--- src/design/disk_request_scheduler_assert.svh ---
// Assertion macros used by the disk request scheduler datapath.
`ifndef DISK_REQUEST_SCHEDULER_ASSERT_SVH
`define DISK_REQUEST_SCHEDULER_ASSERT_SVH

// Check a property on every clock edge outside reset.
`define DRS_ASSERT(label, prop, msg) \
   label: assert property (@(posedge clock) disable iff (reset) prop) else $error(msg);

// Check a property on every clock edge, reset included.
`define DRS_ASSERT_ALWAYS(label, prop, msg) \
   label: assert property (@(posedge clock) prop) else $error(msg);

`endif

--- src/design/dsched_pkg.sv ---
// Shared types and constants of the disk request scheduler.
package dsched_pkg;

   // Fixed field widths of the stream and register ports
   localparam int FLD_W        = 16;
   localparam int SUM_W        = 22;
   localparam int RSP_DATA_W   = 72;
   localparam int CSR_IDX_BITS = 2;

   // Register indexes
   localparam logic [CSR_IDX_BITS-1:0] CSR_POLICY     = 2'd0;
   localparam logic [CSR_IDX_BITS-1:0] CSR_START_HEAD = 2'd1;

   // Policy codes
   localparam logic [1:0] POL_SSTF  = 2'd0;
   localparam logic [1:0] POL_LOOK  = 2'd1;
   localparam logic [1:0] POL_CLOOK = 2'd2;

   typedef enum logic [1:0] {
      ST_LOAD,
      ST_SCAN,
      ST_PICK,
      ST_EMIT
   } dsched_state_type;

   // Commands from the controller to the datapath
   typedef struct packed {
      logic accept;     // store the incoming request
      logic start;      // open the schedule of the closed batch
      logic scan_clr;   // restart the candidate scan
      logic scan_step;  // advance the candidate scan
      logic pick;       // latch the chosen candidate
      logic emit;       // load the result register and retire the move
   } dsched_cmd_type;

   // Status from the datapath to the controller
   typedef struct packed {
      logic scan_done;
      logic final_move;
      logic out_free;
   } dsched_sts_type;

endpackage

--- src/design/dsched_ram.sv ---
// Generic simple dual-port RAM with registered read.
module dsched_ram #(
   parameter int WIDTH = 16,
   parameter int DEPTH = 32
) (
   input  logic                                  clock,
   input  logic                                  wr_en,
   input  logic [(DEPTH > 1 ? $clog2(DEPTH) : 1)-1:0] wr_addr,
   input  logic [WIDTH-1:0]                      wr_data,
   input  logic                                  rd_en,
   input  logic [(DEPTH > 1 ? $clog2(DEPTH) : 1)-1:0] rd_addr,
   output logic [WIDTH-1:0]                      rd_data
);
   logic [WIDTH-1:0] mem_ff [DEPTH];
   logic [WIDTH-1:0] rd_data_ff;

   // Write port and registered read port
   always_ff @(posedge clock) begin
      if (wr_en) begin
         mem_ff[wr_addr] <= wr_data;
      end
      if (rd_en) begin
         rd_data_ff <= mem_ff[rd_addr];
      end
   end

   assign rd_data = rd_data_ff;
endmodule

--- src/design/dsched_ctrl.sv ---
// Controller state machine: batch loading, scan, pick and result issue.
module dsched_ctrl (
   input  logic                    clock,
   input  logic                    reset,
   input  logic                    req_tvalid,
   input  logic                    req_tlast,
   output logic                    req_tready,
   input  dsched_pkg::dsched_sts_type sts,
   output dsched_pkg::dsched_cmd_type cmd
);
   import dsched_pkg::*;

   dsched_state_type state_ff, state_in;

   // State register
   always_ff @(posedge clock) begin
      if (reset) begin
         state_ff <= ST_LOAD;
      end else begin
         state_ff <= state_in;
      end
   end

   // Next state and commands
   always_comb begin
      state_in   = state_ff;
      cmd        = '0;
      req_tready = 1'b0;
      case (state_ff)
         ST_LOAD: begin
            req_tready = 1'b1;
            if (req_tvalid) begin
               cmd.accept = 1'b1;
               if (req_tlast) begin
                  cmd.start    = 1'b1;
                  cmd.scan_clr = 1'b1;
                  state_in     = ST_SCAN;
               end
            end
         end
         ST_SCAN: begin
            cmd.scan_step = 1'b1;
            if (sts.scan_done) begin
               state_in = ST_PICK;
            end
         end
         ST_PICK: begin
            cmd.pick = 1'b1;
            state_in = ST_EMIT;
         end
         ST_EMIT: begin
            if (sts.out_free) begin
               cmd.emit = 1'b1;
               if (sts.final_move) begin
                  state_in = ST_LOAD;
               end else begin
                  cmd.scan_clr = 1'b1;
                  state_in     = ST_SCAN;
               end
            end
         end
         default: begin
            state_in = ST_LOAD;
         end
      endcase
   end
endmodule

--- src/design/dsched_dp.sv ---
// Datapath: request store, pending set, candidate scan, head and seek tracking.
module dsched_dp #(
   parameter int MAX_REQUESTS = 32,
   parameter int TRACK_BITS   = 16
) (
   input  logic                                   clock,
   input  logic                                   reset,
   input  dsched_pkg::dsched_cmd_type             cmd,
   output dsched_pkg::dsched_sts_type             sts,
   input  logic [dsched_pkg::FLD_W-1:0]           req_track,
   input  logic                                   csr_valid,
   input  logic [dsched_pkg::CSR_IDX_BITS-1:0]    csr_index,
   input  logic [dsched_pkg::FLD_W-1:0]           csr_data,
   input  logic                                   rsp_tready,
   output logic                                   rsp_tvalid,
   output logic [dsched_pkg::RSP_DATA_W-1:0]      rsp_tdata,
   output logic                                   rsp_tlast,
   output logic                                   rsp_tuser
);
   import dsched_pkg::*;

   localparam int SW = (TRACK_BITS < FLD_W) ? TRACK_BITS : FLD_W;
   localparam int IW = (MAX_REQUESTS > 1) ? $clog2(MAX_REQUESTS) : 1;
   localparam int CW = $clog2(MAX_REQUESTS + 1);

   typedef struct packed {
      logic          vld;
      logic [SW-1:0] trk;
      logic [IW-1:0] idx;
   } cand_type;

   // Configuration
   logic [1:0]          policy_ff, policy_in;
   logic [SW-1:0]       start_ff, start_in;

   // Batch state
   logic [MAX_REQUESTS-1:0] pending_ff, pending_in;
   logic [CW-1:0]       count_ff, count_in;
   logic [CW-1:0]       move_ff, move_in;
   logic [SW-1:0]       head_ff, head_in;
   logic [SUM_W-1:0]    sum_ff, sum_in;
   logic                sweep_ff, sweep_in;
   logic                dropped_ff, dropped_in;

   // Scan pipeline
   logic [CW-1:0]       iss_ff, iss_in;
   logic                cmp_vld_ff, cmp_vld_in;
   logic [IW-1:0]       cmp_idx_ff, cmp_idx_in;
   cand_type            any_ff, any_in, up_ff, up_in, dn_ff, dn_in, lo_ff, lo_in;
   logic [SW-1:0]       any_d_ff, any_d_in;

   // Chosen move
   cand_type            chosen;
   logic [SW-1:0]       sel_trk_ff, sel_trk_in;
   logic [IW-1:0]       sel_idx_ff, sel_idx_in;
   logic [SW-1:0]       sel_d_ff, sel_d_in;

   // Result register
   logic                out_vld_ff, out_vld_in;
   logic [RSP_DATA_W-1:0] out_data_ff, out_data_in;
   logic                out_last_ff, out_last_in;
   logic                out_user_ff, out_user_in;

   // Store and scan helpers
   logic                wr_en, rd_en, eval, t_ge, t_le, final_move;
   logic [SW-1:0]       rd_data, t_dist;
   logic [SUM_W-1:0]    sum_new;

   assign wr_en = cmd.accept && (count_ff < CW'(MAX_REQUESTS));
   assign rd_en = cmd.scan_step && (iss_ff < count_ff);

   dsched_ram #(
      .WIDTH (SW),
      .DEPTH (MAX_REQUESTS)
   ) u_store (
      .clock   (clock),
      .wr_en   (wr_en),
      .wr_addr (count_ff[IW-1:0]),
      .wr_data (req_track[SW-1:0]),
      .rd_en   (rd_en),
      .rd_addr (iss_ff[IW-1:0]),
      .rd_data (rd_data)
   );

   // Compare the fetched track against the head
   assign eval   = cmp_vld_ff && pending_ff[cmp_idx_ff];
   assign t_ge   = rd_data >= head_ff;
   assign t_le   = rd_data <= head_ff;
   assign t_dist = t_ge ? (rd_data - head_ff) : (head_ff - rd_data);

   assign final_move = (move_ff + 1'b1) == count_ff;
   assign sum_new    = sum_ff + SUM_W'(sel_d_ff);

   assign sts.scan_done  = (iss_ff == count_ff) && !cmp_vld_ff;
   assign sts.final_move = final_move;
   assign sts.out_free   = !out_vld_ff || rsp_tready;

   // Select the move by policy; strict compares keep the lowest slot on ties
   always_comb begin
      chosen = any_ff;
      case (policy_ff)
         POL_LOOK: begin
            if (sweep_ff) begin
               chosen = up_ff.vld ? up_ff : dn_ff;
            end else begin
               chosen = dn_ff.vld ? dn_ff : up_ff;
            end
         end
         POL_CLOOK: begin
            chosen = up_ff.vld ? up_ff : lo_ff;
         end
         default: begin
            chosen = any_ff;
         end
      endcase
   end

   // Next-state logic
   always_comb begin
      policy_in   = policy_ff;
      start_in    = start_ff;
      pending_in  = pending_ff;
      count_in    = count_ff;
      move_in     = move_ff;
      head_in     = head_ff;
      sum_in      = sum_ff;
      sweep_in    = sweep_ff;
      dropped_in  = dropped_ff;
      iss_in      = iss_ff;
      cmp_vld_in  = 1'b0;
      cmp_idx_in  = cmp_idx_ff;
      any_in      = any_ff;
      any_d_in    = any_d_ff;
      up_in       = up_ff;
      dn_in       = dn_ff;
      lo_in       = lo_ff;
      sel_trk_in  = sel_trk_ff;
      sel_idx_in  = sel_idx_ff;
      sel_d_in    = sel_d_ff;
      out_vld_in  = out_vld_ff && !rsp_tready;
      out_data_in = out_data_ff;
      out_last_in = out_last_ff;
      out_user_in = out_user_ff;

      // Take register writes
      if (csr_valid) begin
         case (csr_index)
            CSR_POLICY:     policy_in = csr_data[1:0];
            CSR_START_HEAD: start_in  = csr_data[SW-1:0];
            default: ;
         endcase
      end

      // Store a request, or flag it dropped when the batch is full
      if (cmd.accept) begin
         if (wr_en) begin
            pending_in[count_ff[IW-1:0]] = 1'b1;
            count_in = count_ff + 1'b1;
         end else begin
            dropped_in = 1'b1;
         end
      end

      // Open the schedule
      if (cmd.start) begin
         head_in  = start_ff;
         sum_in   = '0;
         sweep_in = 1'b1;
         move_in  = '0;
      end

      // Scan: issue reads, then fold each pending track into the candidates
      if (cmd.scan_clr) begin
         iss_in     = '0;
         any_in.vld = 1'b0;
         up_in.vld  = 1'b0;
         dn_in.vld  = 1'b0;
         lo_in.vld  = 1'b0;
      end else begin
         if (rd_en) begin
            iss_in     = iss_ff + 1'b1;
            cmp_vld_in = 1'b1;
            cmp_idx_in = iss_ff[IW-1:0];
         end
         if (eval) begin
            if (!any_ff.vld || t_dist < any_d_ff) begin
               any_in   = '{vld: 1'b1, trk: rd_data, idx: cmp_idx_ff};
               any_d_in = t_dist;
            end
            if (t_ge && (!up_ff.vld || rd_data < up_ff.trk)) begin
               up_in = '{vld: 1'b1, trk: rd_data, idx: cmp_idx_ff};
            end
            if (t_le && (!dn_ff.vld || rd_data > dn_ff.trk)) begin
               dn_in = '{vld: 1'b1, trk: rd_data, idx: cmp_idx_ff};
            end
            if (!lo_ff.vld || rd_data < lo_ff.trk) begin
               lo_in = '{vld: 1'b1, trk: rd_data, idx: cmp_idx_ff};
            end
         end
      end

      // Latch the chosen move; under LOOK, reverse the sweep when its side is empty
      if (cmd.pick) begin
         sel_trk_in = chosen.trk;
         sel_idx_in = chosen.idx;
         sel_d_in   = (chosen.trk >= head_ff) ? (chosen.trk - head_ff)
                                               : (head_ff - chosen.trk);
         if (policy_ff == POL_LOOK) begin
            if (sweep_ff && !up_ff.vld) begin
               sweep_in = 1'b0;
            end else if (!sweep_ff && !dn_ff.vld) begin
               sweep_in = 1'b1;
            end
         end
      end

      // Issue the result transaction and retire the move; the final move clears the batch
      if (cmd.emit) begin
         out_vld_in  = 1'b1;
         out_data_in = {{(RSP_DATA_W - 3*FLD_W - SUM_W){1'b0}}, sum_new,
                        FLD_W'(sel_d_ff), FLD_W'(sel_trk_ff), FLD_W'(head_ff)};
         out_last_in = final_move;
         out_user_in = dropped_ff;
         head_in     = sel_trk_ff;
         sum_in      = sum_new;
         move_in     = move_ff + 1'b1;
         pending_in[sel_idx_ff] = 1'b0;
         if (final_move) begin
            pending_in = '0;
            count_in   = '0;
            sum_in     = '0;
            sweep_in   = 1'b1;
            dropped_in = 1'b0;
            move_in    = '0;
         end
      end
   end

   // Control registers
   always_ff @(posedge clock) begin
      if (reset) begin
         policy_ff  <= POL_SSTF;
         start_ff   <= '0;
         pending_ff <= '0;
         count_ff   <= '0;
         move_ff    <= '0;
         head_ff    <= '0;
         sum_ff     <= '0;
         sweep_ff   <= 1'b1;
         dropped_ff <= 1'b0;
         iss_ff     <= '0;
         cmp_vld_ff <= 1'b0;
         any_ff     <= '0;
         up_ff      <= '0;
         dn_ff      <= '0;
         lo_ff      <= '0;
         out_vld_ff <= 1'b0;
      end else begin
         policy_ff  <= policy_in;
         start_ff   <= start_in;
         pending_ff <= pending_in;
         count_ff   <= count_in;
         move_ff    <= move_in;
         head_ff    <= head_in;
         sum_ff     <= sum_in;
         sweep_ff   <= sweep_in;
         dropped_ff <= dropped_in;
         iss_ff     <= iss_in;
         cmp_vld_ff <= cmp_vld_in;
         any_ff     <= any_in;
         up_ff      <= up_in;
         dn_ff      <= dn_in;
         lo_ff      <= lo_in;
         out_vld_ff <= out_vld_in;
      end
   end

   // Payload registers
   always_ff @(posedge clock) begin
      cmp_idx_ff  <= cmp_idx_in;
      any_d_ff    <= any_d_in;
      sel_trk_ff  <= sel_trk_in;
      sel_idx_ff  <= sel_idx_in;
      sel_d_ff    <= sel_d_in;
      out_data_ff <= out_data_in;
      out_last_ff <= out_last_in;
      out_user_ff <= out_user_in;
   end

   assign rsp_tvalid = out_vld_ff;
   assign rsp_tdata  = out_data_ff;
   assign rsp_tlast  = out_last_ff;
   assign rsp_tuser  = out_user_ff;

`include "disk_request_scheduler_assert.svh"

   `DRS_ASSERT_ALWAYS(a_reset_clears, reset |=> !out_vld_ff && count_ff == '0, "reset left state")
   `DRS_ASSERT(a_emit_free, cmd.emit |-> (!out_vld_ff || rsp_tready), "result overwritten")
   `DRS_ASSERT(a_scan_bound, cmp_vld_ff |-> (CW'(cmp_idx_ff) < count_ff), "scan beyond batch")
   `DRS_ASSERT(a_pick_cand, cmd.pick |-> any_ff.vld, "pick with no pending request")
   `DRS_ASSERT(a_batch_close, (cmd.emit && final_move) |=> (pending_ff == '0), "batch not cleared")
endmodule

--- src/design/disk_request_scheduler.sv ---
// Loading: one request transaction per cycle; the batch closes on tlast.
// Each result is found in steps: store reads, a compare of each fetched track,
// a scan-done check, pick and issue; result stalls delay the issue.
// Synchronous active-high reset clears the batch, selects shortest seek first
// and a start head of zero; store contents are not cleared.
module disk_request_scheduler #(
   parameter int MAX_REQUESTS = 32,
   parameter int TRACK_BITS   = 16
) (
   input  logic                                clock,
   input  logic                                reset,
   input  logic                                req_tvalid,
   output logic                                req_tready,
   input  logic [dsched_pkg::FLD_W-1:0]        req_tdata,   // [15:0] track
   input  logic                                req_tlast,   // last of batch
   output logic                                rsp_tvalid,
   input  logic                                rsp_tready,
   // [15:0] from_pos, [31:16] to_pos, [47:32] seek, [69:48] total_seek
   output logic [dsched_pkg::RSP_DATA_W-1:0]   rsp_tdata,
   output logic                                rsp_tlast,   // end_of_batch
   output logic                                rsp_tuser,   // [0] overflow
   input  logic                                csr_valid,
   output logic                                csr_ready,
   input  logic [dsched_pkg::CSR_IDX_BITS-1:0] csr_index,
   input  logic [dsched_pkg::FLD_W-1:0]        csr_data
);
   import dsched_pkg::*;

   dsched_cmd_type cmd;
   dsched_sts_type sts;

   // Register writes are always taken
   assign csr_ready = 1'b1;

   dsched_ctrl u_ctrl (
      .clock      (clock),
      .reset      (reset),
      .req_tvalid (req_tvalid),
      .req_tlast  (req_tlast),
      .req_tready (req_tready),
      .sts        (sts),
      .cmd        (cmd)
   );

   dsched_dp #(
      .MAX_REQUESTS (MAX_REQUESTS),
      .TRACK_BITS   (TRACK_BITS)
   ) u_dp (
      .clock      (clock),
      .reset      (reset),
      .cmd        (cmd),
      .sts        (sts),
      .req_track  (req_tdata),
      .csr_valid  (csr_valid),
      .csr_index  (csr_index),
      .csr_data   (csr_data),
      .rsp_tready (rsp_tready),
      .rsp_tvalid (rsp_tvalid),
      .rsp_tdata  (rsp_tdata),
      .rsp_tlast  (rsp_tlast),
      .rsp_tuser  (rsp_tuser)
   );
endmodule

--- config.mk ---
export PLATFORM = sky130hd
export DESIGN_NAME = disk_request_scheduler
export DESIGN_NICKNAME = d
export VERILOG_FILES = /design/src/design/dsched_pkg.sv /design/src/design/dsched_ram.sv /design/src/design/dsched_ctrl.sv /design/src/design/dsched_dp.sv /design/src/design/disk_request_scheduler.sv
export VERILOG_INCLUDE_DIRS = /design/src /design/src/design
export SDC_FILE = /design/constraint.sdc
export NUM_CORES = 1
export LEC_CHECK = 0
export BUFFER_PORTS_ARGS = -buffer_cell sky130_fd_sc_hd__clkbuf_2
export CAP_MARGIN = 20
export CORE_UTILIZATION = 40
export CTS_BUF_LIST = sky130_fd_sc_hd__clkbuf_16
export CTS_CLUSTER_SIZE = 14
export DETAILED_ROUTE_END_ITERATION = 10
export PLACE_DENSITY_LB_ADDON = 0.12
export SKIP_CTS_REPAIR_TIMING = 1
export SLEW_MARGIN = 20
export SYNTH_ARGS = -nofsm -noshare
export SYNTH_HDL_FRONTEND = slang
export SYNTH_HIERARCHICAL = 1
export SYNTH_SLANG_ARGS = --single-unit
--- constraint.sdc ---
create_clock -name clock -period 5 [get_ports clock]
set_input_delay 0.25 -clock clock [delete_from_list [all_inputs] [get_ports clock]]
set_output_delay 0.25 -clock clock [all_outputs]
set_load 0.01 [all_outputs]
---- Word level (Yosys, flattened, before mapping) ----
Memories as Yosys holds them, arrays and structs flattened. A register that Yosys moved wholly into a read port is not among the register bits.
Cells that the tools add are included.
storage, ports and cells
  bits in registers ....................... 330
  RAM bits ................................ 512
  bits of input ports ..................... 40
  output and inout bits ................... 77
  logic and storage cells ................. 173
  memories kept ........................... 1
operators by class
  add/sub/neg operators ................... 8
  $lt $le $gt $ge ......................... 14
  equal/unequal tests ..................... 12
  multiplexer cells ....................... 61
  bitwise logic cells ..................... 4
  reductions and logical operators ........ 40
memory list
  memory               depth  width  rd ports  clocked after Yosys merged registers in  write ports  RTL line          RTL
  u_dp.u_store.mem_ff  32     16     1         1                                        1            dsched_ram.sv:14  logic [WIDTH-1:0] mem_ff [DEPTH];
operators with widths
  cell                                                count
  two-way mux 32 bit                                  4
  two-way mux 21 bit                                  4
  two-way mux 22 bit                                  3
  two-way mux 16 bit                                  4
  subtractor 16 bit                                   4
  < comparator 16 bit                                 3
  two-way mux 6 bit                                   7
  case mux 21 bit (2 select lines)                    1
  AND 32 bit                                          1
  greater-or-equal comparator 16 bit                  2
  inverter 32 bit                                     1
  OR 32 bit                                           1
  two-way mux 1 bit                                   26
  adder 22 x 16 -> 22 bit                             1
  adder 6 x 1 -> 6 bit, second input constant         3
  < comparator 5 x 6 -> 1 bit, second input constant  3
  greater-than comparator 16 bit                      1
  less-or-equal comparator 16 bit                     1
  AND reduction 2 bit                                 7
  equality test 6 bit                                 2
  two-way mux 2 bit                                   6
  AND reduction 3 bit                                 4
  logical AND 1 bit                                   11
  demux 1 bit (select 5 bit)                          2
  17 further kinds                                    37

---- Depth between registers and ports, before layout ----
Gate-level depths: netlist of the first run.
  word-level depth ........................ 10
  mapped depth ............................ 21
  mapped depth without buffers ............ 20

---- By module ----
Netlist of the first run, hierarchy kept.
by module, submodules not included
  module                  times used  cells each  area an instance (um^2)  seq. area each (um^2)
  dsched_ram              1           1143        20694.8                  15855.2
  dsched_dp               1           1844        17927.2                  7867.5
  dsched_ctrl             1           27          222.7                    40.0
  disk_request_scheduler  1           2           11.3                     0.0

---- Least setup slack after synthesis of the first run ----
OpenSTA, ideal clock, no wires.
  path kind ............................... reg-to-reg
  start point ............................. reg u_dp.u_store.rd_data_ff[11] (netlist: u_dp/u_store/rd_data[11]), read port of u_dp.u_store.mem_ff
  end point ............................... reg u_dp/any_ff[11] (netlist bit)
  setup time .............................. 128 ps
  data arrival time ....................... 4417 ps
  required time ........................... 4872 ps
  path slack .............................. 455 ps
  cell stages (with the launch flop) ...... 19
  buffers on the path ..................... 2
  period minus slack after synthesis ...... 4545 ps
  cell sequence ........................... edfxtp_1 > ha_1 > buf_2 > a21o_1 > a31o_2 > a221o_1 > or3_1 > or3_1 > a31oi_1 > xnor2_1 > ha_1 > a21o_1 > a21o_1 > a21oi_1 > o211ai_1 > a21oi_2 > buf_4 > mux2i_1 > nor2_1
on the way
  cells in the longest elaborated chain, start to end .. 5
  elaborated cells on any way between the ends .. 7
  classes of those cells .................. add/sub: 2; order compare: 2; mux: 1; reduce/logical: 2
ends and longest elaborated chain
  element                             RTL line          RTL
  start, declared                     dsched_ram.sv:15  logic [WIDTH-1:0] rd_data_ff;
  greater-or-equal comparator 16 bit  dsched_dp.sv:87   assign t_ge = rd_data >= head_ff;
  two-way mux 16 bit                  dsched_dp.sv:89   assign t_dist = t_ge ? (rd_data - head_ff) : (head_ff - rd_data);
  net u_dp.t_dist[5]                  dsched_dp.sv:66   logic [SW-1:0] rd_data, t_dist;
  < comparator 16 bit                 dsched_dp.sv:186  if (!any_ff.vld || t_dist < any_d_ff) begin
  logical OR 1 bit                    dsched_dp.sv:186
  AND reduction 3 bit (no line)       -
  end signal, assigned                dsched_dp.sv:270  any_ff <= any_in;
  end, declared                       dsched_dp.sv:49   cand_type any_ff, any_in, up_ff, up_in, dn_ff, dn_in, lo_ff, lo_in;
The timed path passes the listed nets, and every way through them passes these cells.
A chain may end at the register's enable or synchronous reset.

---- Worst setup path in the final report of the first run ----
  start point ............................. reg u_dp.u_store.rd_data_ff[0] (netlist: u_dp/u_store/rd_data[0]), read port of u_dp.u_store.mem_ff
  end point ............................... reg u_dp/any_ff[14] (netlist bit)
on the way
  cells in the longest elaborated chain, start to end .. 5
  elaborated cells on any way between the ends .. 7
  classes of those cells .................. add/sub: 2; order compare: 2; mux: 1; reduce/logical: 2
ends and longest elaborated chain
  element                                                                  RTL line
  subtractor 16 bit or greater-or-equal comparator 16 bit (tied branches)  dsched_dp.sv:89, dsched_dp.sv:87
  two-way mux 16 bit *                                                     dsched_dp.sv:89
  net u_dp.t_dist[5]                                                       dsched_dp.sv:66
  < comparator 16 bit *                                                    dsched_dp.sv:186
  logical OR 1 bit *                                                       dsched_dp.sv:186
  AND reduction 3 bit (no line) *                                          -
The timed path passes the listed nets; every way through them passes the cells marked *.

==> results of run 1 <==
## state kept, by name (all words and copies together), names as in the netlist, 16 cells and up
name	cells
u_dp/any_ff	22
u_dp/head_ff	16
u_dp/sum_ff	22
u_dp/rsp_tdata	70
u_dp/sel_trk_ff	16
u_dp/up_ff	22
u_dp/sel_d_ff	16
u_dp/u_store/rd_data	16
u_dp/any_d_ff	16
u_dp/dn_ff	22
u_dp/lo_ff	22
u_dp/u_store/mem_ff	512
u_dp/start_ff	16
u_dp/pending_ff	32
## critical path: cells and delay by family, from the launching register on
kind                     cells  cell delay (ps)
AO/OA/AOI/OAI                9             1690
multiplexers                 1              220
buffers and inverters        3              370
adder cells (fa/ha/maj)      3              870
XOR/XNOR                     1              190
flip-flops                   1              380
AND/OR/NAND/NOR              3              830
## cell families (layout without fill, tap and decap cells)
| logic type | Yosys count | after routing | share of synthesized area (%) |
|---|---|---|---|
| buffers and inverters | 314 | 586 | 3.96 |
| AOI/OAI and AO/OA | 592 | 592 | 10.1 |
| other | 2 | 3 | 0.0193 |
| DFF | 858 | 858 | 61.2 |
| xor gates and xnor gates | 62 | 62 | 1.40 |
| muxes | 394 | 394 | 10.5 |
| adders and majority gates | 163 | 163 | 5.35 |
| and+or+nand+nor | 631 | 631 | 7.52 |
## through the flow
step / power, mW / utilization [%]
after floorplan: 10.7 / -
after global placement: 11.9 / 43.0
after detailed placement: 11.9 / 43.0
after CTS: 18.8 / 46.2
after global routing: 19.4 / 46.4
final: 18.6 / 46.4
## synth_stat cells (17+ instances only)
master    instances  share of area, %
clkbuf_1         76              0.73
xor2_1           31              0.70
a22o_1           38              0.86
o21ai_0          70              0.90
nand2b_1         18              0.29
inv_1           158               1.5
mux2i_1         367               9.5
a211oi_1         47              0.91
o21a_1           26              0.50
a21oi_1         180               2.3
dfxtp_1         200                10
a21o_1           44              0.85
nand4_1          34              0.55
a22oi_1          79               1.5
buf_2            21              0.27
ha_1            158               5.1
nor2_1          235               2.3
buf_4            27              0.52
nand2_1         152               1.5
nor3_1           45              0.58
edfxtp_1        658                51
nand3_1          58              0.75
nor2b_1          22              0.35
xnor2_1          31              0.70
a31oi_1          33              0.53
mux2_2           17              0.49
## layout make-up
type	instances	area, sq um
fill	8605	51200
tap	1265	1580
sequential	858	23800
timing repair buffer	247	1720
clock buffer	97	2430
multi-input combinational	1845	13600
clock inverter	84	652
inverter	158	593
## path summary, 6_finish.rpt
| path | startpoint | endpoint | slack, ps | cells past startpoint |
|---|---|---|---|---|
| worst max-delay path | u_dp/u_store/rd_data[0] | u_dp/any_ff[14] | 270 | 20 |
| worst min-delay path | csr_index[1] | u_dp/policy_ff[1] | 20 | 4 |
| worst max register to register | u_dp/u_store/rd_data[0] | u_dp/any_ff[14] | 270 | 20 |
| worst min register to register | u_dp/sel_trk_ff[7] | u_dp/rsp_tdata[23] | 450 | 0 |
## where the power goes
| part | total, mW | switching, mW | internal [mW] |
|---|---|---|---|
| combinational | 3.50 | 2.18 | 1.33 |
| sequential | 8.31 | 0.217 | 8.09 |
| clock | 6.83 | 2.89 | 3.94 |
## routing by layer
layer	GRT usage, %	up-vias	routed length, um
met2	36.5	592	51900
met1	26.5	12300	45000
li1	-	11600	-
met5	0	-	0
met4	6.15	0	2710
met3	2.82	155	3900
==> flow_summary.yaml, run 1 <==
outcome:
  status: "complete, no violations"
detailed_routing:
  dr.pass1.iters: 5
  vias_per_cell: 5.41
  drt-wirelength-per-cell_um: 22.7
  num_vias: 24600
  post-route-drc-count: 0
  drtIter0Drc: 1684
  routed_wl_um: 103000
  ant_nets: 0
setup_path:
  cp_max_fo: 24
  cp_cell_sequence: "inv_1, ha_1, inv_1, fa_1, a21o_1, a22oi_2, a211oi_1, or3_4, or3_1, a31oi_1, xnor2_1, ha_1, a21o_1, a21o_1, a21oi_1, o211ai_1, a21oi_4, buf_12, mux2i_1, nor2_1"
  crit_arrival_ps: 5230
  crit_path_frequent_cell: "a21o_1"
  cp-start-kind: "flop"
  crit_path_max_incr_delay_ps: 400
  worst_setup_path_end_kind: "flop"
  crit_required_ps: 5500
  crit_path_top_delay_cell: "fa_1"
  critPathKind: "reg2reg"
timing:
  max_freq_mhz: 211
  slew_violations: 0
  period_minus_slack_ps: 4730
  tns_ps: 0
  hold_viol_final: 0
  slew_headroom_pct: 33.8
  worst_pin_slew_ps: 988
  clock-skew-final_ps: 45.3
  min_period_over_period_pct: 94.6
  hold_ws_ps: 20.0
  fin_ws_ps: 269
  setup_viol_count_final: 0
floorplan:
  die_h_um: 314
  die_w_um: 314
  dieArea_sq_mm: 0.0984
  core_sq_mm: 0.0956
  io_pins: 117
  rows: 113
  start_util_pct: 40.7
grt:
  antenna_found_initial: 3
  first_global_vias: 24500
  grt.total_usage_pct: 20.7
  grt_first_pass_wirelength_um: 154000
  grt_max_degree: 78
  grt_overflow: 0
placement:
  dp_cells: 4354
  place_congestion: 0.912
  io_buffers: 113
  place_hpwl_um: 68500
  dp_slack_ps: 184
  placed_area_sq_mm: 0.0411
power:
  leakage_nw: 15.6
  power.density_mw_per_mm2: 420
  vdd.ir_drop.worst_v: 0.000317
synthesis:
  synth_edf_count: 658
  ys_warn_count: 6
  ys_ff_latch: 858
  seq_area_frac_synth_pct: 61.2
  netlist_area_sq_mm: 0.0389
  synth_cell_types: 75
  async_flop_share_pct: 0
  synthCells: 3016
  syn_avg_cell_area_sq_um: 12.9
  ys.flop_type: "edfxtp_1"
clock_network:
  clock-root-buffer: "clkbuf_16"
  clockBufferDepth: 3
  htreeDepth: 3
  clock_latency_ps: 690
  cts.sinks: 858
  cts_inserted_buffers: 96
  cts.clk_slew.worst_paths_ps: 60
  cts_tree: "built"
cells_and_area:
  final_common_cell: "edfxtp_1"
  drive_above_1_share_pct: 12.9
  most-common-layout-cells: "658 x edfxtp_1, 367 x mux2i_1, 235 x nor2_1"
  antenna_cells: 0
  design_area_sq_mm: 0.0444
  area_growth_pct: 14.2
  layout.nets: 3409
  instances_no_fill: 4554
run:
  maxCapViolCount: 0
worst_hold_path:
  hold_class: "in2reg"
Note: power is estimated with default switching activity, not from simulation.
==> inputs of run 2 (changes only) <==
- CORE_UTILIZATION: 40 -> 62
==> flow_summary.yaml, run 2 (synthesis results as in run 1) <==
detailed_routing:
  num_vias: 24900
  routed_wl_um: 96000
  vias_per_cell: 6.10
  drtIter0Drc: 2556
  drt-wirelength-per-cell_um: 23.5
  dr.pass1.iters: 6
  ant_nets: 0
  post-route-drc-count: 0
floorplan:
  start_util_pct: 62.8
  die_h_um: 252
  dieArea_sq_mm: 0.0637
  io_pins: 117
  core_sq_mm: 0.0618
  rows: 91
  die_w_um: 252
cells_and_area:
  multi_input_area_sq_mm: 0.0136
  top_register: "u_dp/u_store/mem_ff"
  drive_above_1_share_pct: 12.2
  seq_area_sq_mm: 0.0238
  final_common_cell: "edfxtp_1"
  post-route-util_pct: 70.3
  layout.nets: 3384
  most-common-layout-cells: "658 x edfxtp_1, 367 x mux2i_1, 229 x nor2_1"
  area_growth_pct: 11.8
  fill_cells: 4336
  largest_reg_flops: 512
  design_area_sq_mm: 0.0435
grt:
  grt_max_degree: 82
  antenna_found_initial: 6
  grt_overflow: 0
  first_global_vias: 24700
  grt_first_pass_wirelength_um: 145000
  grt.total_usage_pct: 30.2
timing:
  slew_violations: 0
  clock-skew-final_ps: 46.7
  min_period_over_period_pct: 95.1
  tns_ps: 0
  max_freq_mhz: 210
  period_minus_slack_ps: 4760
  hold_viol_final: 0
  setup_viol_count_final: 0
  rsz0062_at_grt: "false"
  worst_pin_slew_ps: 1110
  hold_ws_ps: 22.0
  slew_headroom_pct: 25.3
worst_hold_path:
  worstHoldEndpoint: "u_dp/policy_ff[0]"
  hold_class: "in2reg"
  min_path_cells: 5
  hp-start: "csr_index[0]"
setup_path:
  crit_path_max_incr_delay_ps: 390
  worst_setup_path_end_kind: "flop"
  crit_path_top_delay_cell: "fa_1"
  r2r-end: "u_dp/any_ff[7]"
  cp_cell_sequence: "inv_1, ha_1, inv_1, fa_1, a21o_1, a22oi_2, a211oi_1, or3_4, or3_1, a31oi_1, xnor2_1, ha_1, a21o_1, a21o_1, a21oi_1, o211ai_1, a21oi_4, buf_12, mux2i_1, nor2_1"
  cp-start-kind: "flop"
  r2r_setup_slack_ps: 240
  crit_path_frequent_cell: "a21o_1"
  crit_family: "compound AO/OA/AOI/OAI gates"
  cp_max_fo: 24
  crit_arrival_ps: 5240
  crit_required_ps: 5490
  crit-reg2reg-launch: "u_dp/u_store/rd_data[0]"
  critical_path_buf_inv_count: 3
  critPathKind: "reg2reg"
  reg2regPathDepth: 20
run:
  maxCapViolCount: 0
power:
  power.density_mw_per_mm2: 415
  vdd.ir_drop.worst_v: 0.000342
  leakage_nw: 15.3
outcome:
  status: "complete, no violations"
clock_network:
  cts_inserted_buffers: 88
  cts_tree: "built"
  cts.sinks: 858
  clockBufferDepth: 3
  cts.clk_slew.worst_paths_ps: 60
  clock-root-buffer: "clkbuf_16"
  clock_latency_ps: 660
  htreeDepth: 3
placement:
  io_buffers: 113
  place_congestion: 0.970
  placed_area_sq_mm: 0.0405
  place_hpwl_um: 63300
## run 2: changes by cell type in the layout (fill, tap and decap cells not counted), moves of 3 or more
cell / change
buf_4: -18
clkbuf_16: -8
clkinv_1: -8
clkinv_2: -3
nor2_1: -6
nor2_2: +6
## run 2: worst register-to-register path: stages, from the launching register on
cell      delay (ps)
edfxtp_1         380
inv_1            100
ha_1             180
inv_1             60
fa_1             390
a21o_1           230
a22oi_2          230
a211oi_1         150
or3_4            400
or3_1            360
a31oi_1          200
xnor2_1          220
ha_1             320
a21o_1           180
a21o_1           160
a21oi_1          160
o211ai_1         160
a21oi_4          210
buf_12           220
mux2i_1          240
nor2_1            60
## run 2: metal layers
layer | track usage, % | wire [um] | up-vias | part of all wire [%]
met5 | 0 | 19 | - | 0.020
met1 | 38.4 | 38500 | 12200 | 40
met3 | 4.18 | 5560 | 200 | 5.8
met4 | 11.7 | 3580 | 2 | 3.7
met2 | 52.3 | 48400 | 939 | 50
li1 | - | - | 11600 | -
## run 2: how the worst max path moves through the flow
stage,from,endpoint,slack [ps],cells past startpoint
after floorplan,u_dp/u_store/rd_data[11],u_dp/any_ff[11],460,18
after global placement,u_dp/u_store/rd_data[0],u_dp/any_ff[0],200,20
after detailed placement,u_dp/u_store/rd_data[0],u_dp/any_ff[3],170,20
after CTS,u_dp/u_store/rd_data[0],u_dp/any_ff[0],140,20
after global routing,u_dp/u_store/rd_data[1],u_dp/any_ff[3],20,19
final,u_dp/u_store/rd_data[0],u_dp/any_ff[7],240,20
## run 2: area by class of cell
type	count	share of cell area, %
Sequential cell	858	54.7
Multi-Input combinational cell	1845	31.4
Clock buffer	89	5.13
Timing Repair Buffer	230	3.69
Tap cell	837	2.41
Inverter	158	1.36
Clock inverter	71	1.31
Antenna cell	2	0.0115
## run 2: where the power goes
| part | internal, mW | switching (mW) | leakage, nW |
|---|---|---|---|
| Clock | 3.57 | 2.73 | 1.46 |
| Combinational | 1.33 | 2.08 | 6.30 |
| Sequential | 8.09 | 0.224 | 7.56 |
| Total | 13.0 | 5.03 | 15.3 |
## run 2: through the flow
stage                     std cells  total power, mW  setup slack [ps]
after floorplan                3017             10.7               455
after global placement         3910             11.7               198
after detailed placement       3911             11.8               170
after CTS                      4071             18.1               140
after global routing           4090             18.7              22.2
final                          4090             18.0               243
==> inputs of run 3 (changes only) <==
- ABC_AREA: default -> 1
- CORE_UTILIZATION: 62 -> 68
- clock period: 5 -> 5.95 ns (I/O delays scaled with it)
==> flow_summary.yaml, run 3 <==
synthesis:
  synthCells: 4481
  netlist_area_sq_mm: 0.0416
  synth_cell_types: 49
  netlist.area_leader.share_pct: 47.5
  ys_ff_latch: 858
  synth_area_leaders: "edfxtp_1 48%, nand2_1 13%, dfxtp_1 9.6%"
  ys_warn_count: 6
  ys.flop_type: "edfxtp_1"
  seq_area_frac_synth_pct: 57.2
  synth.most_common_cell: "nand2_1"
  synth_top_area_cell: "edfxtp_1"
  async_flop_share_pct: 0
  synth_edf_count: 658
  synthTopCellsByCount: "1,416 x nand2_1, 658 x edfxtp_1, 565 x nand3_1"
  syn_avg_cell_area_sq_um: 9.28
timing:
  setup_viol_count_final: 0
  worst_pin_slew_ps: 1190
  hold_ws_ps: -34.7
  slew_headroom_pct: 20.0
  min_period_over_period_pct: 87.4
  tns_ps: 0
  hold_viol_final: 4
  clock-skew-final_ps: 28.5
  slew_violations: 0
  max_freq_mhz: 192
  period_minus_slack_ps: 5200
  rsz0062_at_grt: "false"
  fin_ws_ps: 749
cells_and_area:
  top_register: "u_dp/u_store/mem_ff"
  layout.nets: 4748
  fill_cells: 4270
  most-common-layout-cells: "1,416 x nand2_1, 658 x edfxtp_1, 565 x nand3_1"
  instances_no_fill: 5392
  area_growth_pct: 9.01
  final_common_cell: "nand2_1"
  post-route-util_pct: 75.1
  antenna_cells: 0
  largest_reg_flops: 512
  drive_above_1_share_pct: 7.55
  design_area_sq_mm: 0.0453
detailed_routing:
  num_vias: 32000
  vias_per_cell: 5.93
  drtIter0Drc: 3492
  post-route-drc-count: 0
  routed_wl_um: 109000
  dr.pass1.iters: 6
  ant_nets: 0
  drt-wirelength-per-cell_um: 20.3
placement:
  placed_area_sq_mm: 0.0423
  place_congestion: 0.989
  dp_cells: 5231
  dp_slack_ps: 826
  place_hpwl_um: 69600
  io_buffers: 113
grt:
  first_global_vias: 30200
  grt_overflow: 0
  antenna_found_initial: 2
  grt.total_usage_pct: 34.8
  grt_first_pass_wirelength_um: 166000
  grt_max_degree: 216
power:
  power.density_mw_per_mm2: 345
  vdd.ir_drop.worst_v: 0.000369
  leakage_nw: 18.6
  power.total_mw: 15.6
outcome:
  violations: "negative hold slack"
  status: "finished, violations left"
floorplan:
  io_pins: 117
  die_h_um: 249
  rows: 90
  die_w_um: 249
  core_sq_mm: 0.0604
  start_util_pct: 68.9
  dieArea_sq_mm: 0.0621
setup_path:
  crit-reg2reg-launch: "u_dp/u_store/rd_data[0]"
  crit_arrival_ps: 5480
  r2r-end: "u_dp/any_d_ff[6]"
  reg2regPathDepth: 24
  cp_max_fo: 22
  worst_setup_path_end_kind: "flop"
  cp-start-kind: "flop"
  r2r_setup_slack_ps: 750
  crit_required_ps: 6230
  critPathKind: "reg2reg"
worst_hold_path:
  hold_class: "in2reg"
  min_path_cells: 3
  hp-start: "csr_data[8]"
  worstHoldEndpoint: "u_dp/start_ff[8]"
clock_network:
  clock_latency_ps: 660
  cts.sinks: 858
  cts_inserted_buffers: 85
  cts_tree: "built"
  htreeDepth: 3
  clockBufferDepth: 3
  cts.clk_slew.worst_paths_ps: 60
  clock-root-buffer: "clkbuf_16"
run:
  maxCapViolCount: 0
[run 3: cell types whose count changed in the layout (fill, tap and decap cells not counted), sizes merged, moves of 34 or more]
| cell | previous run | this run |
|---|---|---|
| o21ai | 72 | 110 |
| buf | 101 | 67 |
| nand3 | 58 | 569 |
| nor2 | 236 | 282 |
| a22o | 38 | 0 |
| a211oi | 48 | 0 |
| a21o | 44 | 10 |
| inv | 189 | 415 |
| o21bai | 3 | 44 |
| a22oi | 79 | 22 |
| nand2 | 152 | 1421 |
| o211ai | 9 | 43 |
| mux2i | 367 | 0 |
[run 3: how the worst max path moves through the flow]
| stage | start | to | slack, ps | cells after the start |
|---|---|---|---|---|
| 6_report | u_dp/u_store/rd_data[0] | u_dp/any_d_ff[6] | 750 | 24 |
| 5_1_grt | u_dp/u_store/rd_data[0] | u_dp/any_d_ff[9] | 380 | 24 |
| 4_1_cts | u_dp/u_store/rd_data[0] | u_dp/any_d_ff[13] | 810 | 24 |
| 3_5_place_dp | u_dp/u_store/rd_data[0] | u_dp/any_d_ff[6] | 830 | 24 |
| 3_3_place_gp | u_dp/u_store/rd_data[0] | u_dp/any_d_ff[6] | 940 | 26 |
| 2_1_floorplan | u_dp/u_store/rd_data[0] | u_dp/any_d_ff[0] | 2040 | 27 |
[run 3: cell type report]
cell class | instances | area [sq um] | share of cell area (%)
clock buffers | 85 | 2130 | 4.69
clock inverters | 67 | 764 | 1.69
inverters | 393 | 1490 | 3.29
multi-input cells | 3018 | 15000 | 33.1
flip-flops and latches | 858 | 23800 | 52.5
well taps | 782 | 978 | 2.16
repair buffers | 189 | 1170 | 2.58
[run 3: cells by family (layout without fill, tap and decap cells)]
group / count (synthesis) / count (layout) / share of synthesized area (%)
and+or+nand+nor: 2364 / 2364 / 23.8
DFF: 858 / 858 / 57.2
buffers and inverters: 606 / 734 / 6.79
AOI/OAI and AO/OA: 438 / 438 / 6.19
adders and majority gates: 163 / 163 / 5.00
xor gates and xnor gates: 50 / 50 / 1.05
other: 2 / 3 / 0.0181
[run 3: critical path, stage by stage (launching register included)]
cell and delay [ps]:
edfxtp_1 400, inv_1 250, ha_1 240, inv_1 60
fa_1 420, nand2_1 90, nand2_1 130, nand2_1 120
nand2_1 70, nand2_1 100, nand3_2 420, inv_2 380
nand2_1 80, nand2_1 80, xor2_1 210, ha_1 290
a21oi_1 140, o21a_1 130, nand2_1 80, nand2_1 80
nand2_1 60, nand2_1 60, buf_4 310, nand3_2 120
inv_1 520
[run 3: power breakdown]
group / internal (mW) / switching, mW
registers: 6.81 / 0.193
clock network: 3.23 / 2.29
logic: 0.914 / 2.19
[run 3: routing by layer]
layer  GRT usage, %  up-vias  wire, um
met2           59.1     1592     53600
met1           44.0    14900     41700
met5              0        -        11
met4           16.8        2      4740
met3           4.84      316      9280
li1               -    15100         -
